[config.mk]
export PLATFORM = sky130hd
export DESIGN_NAME = soct_cell
export DESIGN_NICKNAME = d
export VERILOG_FILES = /design/src/hw/rtl/segment_circle_obstacle_test_top_assert.svh /design/src/hw/rtl/soct_pkg.sv /design/src/hw/rtl/soct_cell.sv
export SDC_FILE = /design/constraint.sdc
export NUM_CORES = 1
export LEC_CHECK = 0
export BUFFER_PORTS_ARGS = -buffer_cell sky130_fd_sc_hd__buf_2
export CORE_ASPECT_RATIO = 1.75
export CORE_MARGIN = 2
export CORE_UTILIZATION = 51
export DETAILED_ROUTE_END_ITERATION = 10
export PLACE_DENSITY = 0.9
export RECOVER_POWER = 50
export SLEW_MARGIN = 5
export SYNTH_ARGS = -nofsm -noshare
export SYNTH_HDL_FRONTEND = slang
export SYNTH_SLANG_ARGS = --single-unit
[constraint.sdc]
create_clock -name clk -period 4.4 [get_ports clk]
set_input_delay 0.88 -clock clk [delete_from_list [all_inputs] [get_ports clk]]
set_output_delay 0.88 -clock clk [all_outputs]
set_load 0.01 [all_outputs]
[src/hw/rtl/segment_circle_obstacle_test_top_assert.svh]
// Assertion macros used by the top-level RTL. Define ASSERT_OFF to compile them out.
`ifndef SEGMENT_CIRCLE_OBSTACLE_TEST_TOP_ASSERT_SVH
`define SEGMENT_CIRCLE_OBSTACLE_TEST_TOP_ASSERT_SVH

`ifndef ASSERT_OFF

// Same-cycle implication, sampled on clk, quiet during reset
`define SOCT_ASSERT_IMP(lbl, ante, cons) \
    lbl: assert property (@(posedge clk) disable iff (!rst_n) (ante) |-> (cons)) \
        else $error("implication check failed");

// Next-cycle implication, sampled on clk, quiet during reset
`define SOCT_ASSERT_NEXT(lbl, ante, cons) \
    lbl: assert property (@(posedge clk) disable iff (!rst_n) (ante) |=> (cons)) \
        else $error("next-cycle check failed");

`else

`define SOCT_ASSERT_IMP(lbl, ante, cons)
`define SOCT_ASSERT_NEXT(lbl, ante, cons)

`endif

`endif

[src/hw/rtl/soct_pkg.sv]
package soct_pkg;

    // Field widths
    localparam int COORD_W   = 14;
    localparam int RAD_W     = 12;
    localparam int AGENT_W   = 12;
    localparam int COUNT_W   = 5;
    localparam int INDEX_W   = 4;
    localparam int DIFF_W    = COORD_W + 1;

    // Configuration port
    localparam int CFG_IDX_W  = 1;
    localparam int CFG_DATA_W = 12;

    localparam logic [CFG_IDX_W-1:0] CFG_AGENT_RADIUS   = 1'd0;
    localparam logic [CFG_IDX_W-1:0] CFG_OBSTACLE_COUNT = 1'd1;

    localparam logic [AGENT_W-1:0] AGENT_RADIUS_RST   = 12'd128;
    localparam logic [COUNT_W-1:0] OBSTACLE_COUNT_RST = 5'd0;

    localparam int MAX_OBSTACLES_DEF = 16;

    // Commands
    localparam logic CMD_LOAD  = 1'b0;
    localparam logic CMD_QUERY = 1'b1;

    typedef struct packed {
        logic               cmd;
        logic [INDEX_W-1:0] entry_index;
        logic [COORD_W-1:0] centre_x;
        logic [COORD_W-1:0] centre_z;
        logic [RAD_W-1:0]   obstacle_radius;
        logic [COORD_W-1:0] seg_start_x;
        logic [COORD_W-1:0] seg_start_z;
        logic [COORD_W-1:0] seg_end_x;
        logic [COORD_W-1:0] seg_end_z;
    } item_t;

    typedef struct packed {
        logic collides;
    } result_t;

    // One obstacle table entry
    typedef struct packed {
        logic [COORD_W-1:0] cx;
        logic [COORD_W-1:0] cz;
        logic [RAD_W-1:0]   rad;
    } entry_t;

    // Segment held for the whole query
    typedef struct packed {
        logic [COORD_W-1:0]       sx;
        logic [COORD_W-1:0]       sz;
        logic signed [DIFF_W-1:0] dx;
        logic signed [DIFF_W-1:0] dz;
    } query_t;

    // Control tag that travels beside an entry through the intersection unit
    typedef struct packed {
        logic vld;
        logic check;
        logic last;
    } tag_t;

    // Per-entry verdict from the intersection unit
    typedef struct packed {
        logic vld;
        logic last;
        logic hit;
    } res_t;

endpackage

[src/hw/rtl/soct_cell.sv]
module soct_cell #(
    parameter int CELL_IDX = 0
) (
    input  logic                          clk,
    input  logic                          load_en,
    input  logic [soct_pkg::INDEX_W-1:0]  load_index,
    input  soct_pkg::entry_t              load_entry,
    input  logic                          capture,
    input  logic                          shift,
    input  soct_pkg::entry_t              upstream,
    output soct_pkg::entry_t              travel
);
    import soct_pkg::*;

    entry_t entry_reg;
    entry_t travel_reg;
    logic   hit_slot;

    assign hit_slot = (32'(load_index) == CELL_IDX);

    // Store this slot's obstacle on a matching load
    always_ff @(posedge clk)
    begin
        if (load_en && hit_slot)
        begin
            entry_reg <= load_entry;
        end
    end

    // Take own entry at query start, then pass the neighbour's along
    always_ff @(posedge clk)
    begin
        if (capture)
        begin
            travel_reg <= entry_reg;
        end
        else if (shift)
        begin
            travel_reg <= upstream;
        end
    end

    assign travel = travel_reg;

endmodule

# Word level (Yosys, flattened, before mapping)
# Cells that the tools add are included.
[classes]
n_mux = 2
reduce_logical = 3
[op_table]
columns = ["operator", "count"]
rows = [
  ["40-bit 2-to-1 mux", 2],
  ["4-bit zero test", 1],
  ["2-bit nonzero test", 1],
  ["1-bit logical AND", 1],
]
[word_totals]
register_bits = 80
inputBits = 88
out_inout_bits = 40
word_cells = 11

# Logic depth before layout (Yosys ltp)
[depth]
word_depth = 2
depth_mapped = 3
mapped_depth_nobuf = 2

# Worst setup path before layout
# Ideal clock, no wire load.
[synth_timing]
path_type = "input port to flip-flop"
startpoint = "in load_index[1] (netlist name)"
endpoint = "reg entry_reg[0] (netlist name) (enable)"
setup_ns = 0.401
t_arrival_ns = 2.122
t_required_ns = 3.999
path_slack_ns = 1.877
stages = 2
path_buffers = 0
cell_sequence = "nor4_1 -> and2_1"
[synth_between]
elab_chain_cells = 2
[synth_lines]
columns = ["item", "line", "rtl"]
rows = [
  ["start, declared", "soct_cell.sv:6", "input logic [soct_pkg::INDEX_W-1:0] load_index,"],
  ["4-bit zero test", "soct_cell.sv:19", "assign hit_slot = (32'(load_index) == CELL_IDX);"],
  ["1-bit logical AND", "soct_cell.sv:24", "if (load_en && hit_slot)"],
  ["end signal, assigned", "soct_cell.sv:26", "entry_reg <= load_entry;"],
  ["end, declared", "soct_cell.sv:15", "entry_t entry_reg;"],
]
# No other way between the ends.
# A chain may end at the register's enable or synchronous reset.

# Worst setup path after layout
[layout_timing]
startpoint = "in shift"
endpoint = "reg travel_reg (netlist bit travel[13]) (enable)"
[layout_between]
elab_chain_cells = 1
[layout_lines]
columns = ["item", "line", "rtl"]
rows = [
  ["start, declared", "soct_cell.sv:9", "input logic shift,"],
  ["2-bit nonzero test (no line)", "--", ""],
  ["end signal, assigned", "soct_cell.sv:35", "travel_reg <= entry_reg;"],
  ["end signal, assigned", "soct_cell.sv:39", "travel_reg <= upstream;"],
  ["end, declared", "soct_cell.sv:16", "entry_t travel_reg;"],
]
# No other way between the ends.

==> results.md <==
| Quantity | This run |
|:---|:---|
| List of cells traversed by the critical path | clkbuf_1 > or2_0 |
| Crit start category | primary input |
| Summed instance area of the synthesized netlist | 3109 sq um |
| Leak | 1.618 nW |
| Post-synthesis register bit count | 80 |
| Non-Filler Instances | 345 |
| Number of placement rows | 37 |
| Number of distinct library cells after synthesis | 8 |
| CP Max Fanout | 40 |
| Normalized max-slew margin | -0.7315 |
| Violations in the final reports | max-capacitance violations, max-slew violations |
| Final setup viols | 0 |
| Most frequent cells in the layout | 99 x buf_2, 80 x edfxtp_1, 39 x mux2_4, 30 x clkbuf_1, 9 x clkbuf_8 |
| Average instance area after synthesis | 24.29 sq um |
| First-pass GRT wire length | 7755 microns |
| Commonest non-fill, non-tap cell in the layout | buf_2 |
| CP delay by family, top | simple AND/OR/NAND/NOR gates |
| Worst min-delay path endpoint | travel[17] |
| Setup TNS | 0 ps |
| Hold_sp | entry_reg[17] |
| Area added between synthesis and finish | 25.55% |
| TritonCTS Buffers | 9 |
| Destination of the worst register-to-register timing path | travel[20] |
| Routed length per placed instance | 14.83 microns |
| Count of final hold-check violations | 0 |
| I/O pins | 128 |
| Die footprint | 6762 sq um |
| Maximum Capacitance Violations | 1 |
| Number of nets in the layout | 350 |
| Setup repair after global routing missed its margin | no |
| Fraction of final layout cells with drive strength greater than 1 | 0.5730 |
| Max Slew Vio Count | 41 |
| Number of gates resized after CTS | 0 |
| Detailed Route WL | 5115 microns |
| Height of the die | 107.3 microns |
| Post-synthesis net count | 216 |
| Slew at the pin with the worst max-slew slack | 2597 ps |
| Tcrit/Tclk final | 0.6747 |
| YS warnings | 0 |
| Instance area at placement | 3760 sq um |
| Highest ir drop seen on vdd | 318.5 uV |
| Startpoint of the most critical register-to-register path | entry_reg[20] |
| Final design area excluding fillers | 3904 sq um |
| Initial DRC Count | 50 |
| Clock Tree Buf Depth | 2 |
| Crit end category | flop |
| Data arrival, critical path | 2870 ps |
| Max Clock Freq | 336.9 MHz |
| Clock Skews | 6.156 ps |
| Clock transition at the register clock pins on the worst setup and hold paths after CTS | 70 ps |
| Router iterations before antenna repair | 4 |
| Final worst path period need | 2969 ps |
| # placed instances | 329 |
| Number of cells on the worst reg-to-reg path | 1 |
| Largest stage delay, worst path | 1880 ps |
| Library cell used as clock root buffer | clkbuf_8 |
| Tightest Hold Check Type | flop to flop |
| Insertion delay of the later-clocked pin in the worst-skew pair | 340 ps |
| Via count | 1608 |
| TritonCTS clock tree | built |
| Number of global-route vias before repair | 1650 |
| Class of the most critical setup path | primary input to flop |
| Width of the die | 63.03 microns |
| Number of DRC violations after detailed routing | 0 |
| Total of fill cells in the finished design | 420 |
| Antenna violations before repair | 0 |
| Number of buffers inserted for hold repair after clock tree synthesis | 0 |
| Data required, critical path | 4300 ps |
| Library cell contributing the largest single delay on the critical path | or2_0 |
| Buffers added on ports | 127 |
| Leftover overflow at the end of global routing | 0 |
| Post-route ant nets | 0 |
| Vias per Instance | 4.661 |
| Count of H-tree levels built during CTS | 3 |
| # diodes | 0 |
| Count of buffering cells on the critical path with inverters included | 1 |
| Status | finished, violations left |
| Last weighted congestion value of the routability-driven placer | 0.7662 |
| Ratio of total power to cell area | 388.8 nW/um^2 |
| Core ar. | 5879 sq um |
| Number of buffers inserted to repair setup after CTS | 0 |
| Cell depth of the worst min-delay path | 1 |
| Hold slack final | 549.9 ps |
| Total power after layout | 1.518 mW |
| GRT Overall Usage | 0.1594 |
| Flop2flop setup slack | 3500 ps |
| Maximum number of pins on one net before global-route repair | 41 |
| Portion of the post-synthesis area used by sequential elements | 0.7726 |
| Initial Util | 0.5288 |
| Cells after Synth | 128 |
| Sinks on the clock net | 80 |
worst max path at each step:
stage / slack, ps / depth (start not counted) / from / endpoint
finish: 1430 / 2 / shift / travel[13]
CTS: 2360 / 3 / load_index[1] / entry_reg[17]
global route: 1170 / 2 / shift / travel[17]
global placement: 2020 / 3 / load_index[1] / entry_reg[12]
floorplan: 1880 / 2 / load_index[1] / entry_reg[0]
detailed placement: 2000 / 3 / load_index[1] / entry_reg[8]
logic make-up after synthesis:
group         after synthesis  share of synthesized area
mux                        40                     0.1920
buf+inv                     5                    0.02938
flops                      80                     0.7726
simple gates                3                   0.006040
per-layer routing:
metal  global-route usage  routed length (microns)  share of wire  up-vias
met3              0.05544                      393          0.077       13
met2               0.2834                     2828           0.55       80
met5                    0                        0              0        -
met1               0.1615                     1746           0.34      742
met4              0.08413                      146          0.029        0
li1                     -                        -              -      773
report_power, final:
| part | internal (mW) | switching, mW |
|---|---|---|
| Sequential | 0.882 | 0.00890 |
| Clock | 0.257 | 0.232 |
| Combinational | 0.0759 | 0.0627 |
| Total | 1.21 | 0.303 |
synth_stat cells:
cell type,instances,area share
or2_1,1,0.0020
edfxtp_1,80,0.77
buf_12,4,0.026
mux2_4,39,0.19
buf_6,1,0.0036
nor4_1,1,0.0020
mux2_2,1,0.0036
and2_1,1,0.0020
per-stage QoR:
step / setup slack (ps) / utilization
after floorplan: 1877 / -
after global placement: 2022 / 0.6395
after detailed placement: 2000 / 0.6395
after CTS: 2358 / 0.6699
after global routing: 1169 / 0.6640
final: 1431 / 0.6640
final cells by class:
cell class                      instances  area (sq um)  share of cell area
Clock inverter                          5         47.55             0.01218
Clock buffer                           11         131.4             0.03365
Sequential cell                        80          2402              0.6154
Timing Repair Buffer                  128         608.1              0.1558
Tap cell                               78         97.59             0.02500
Multi-Input combinational cell         43         616.8              0.1580
No activity file was read; power rests on OpenSTA's default activity.
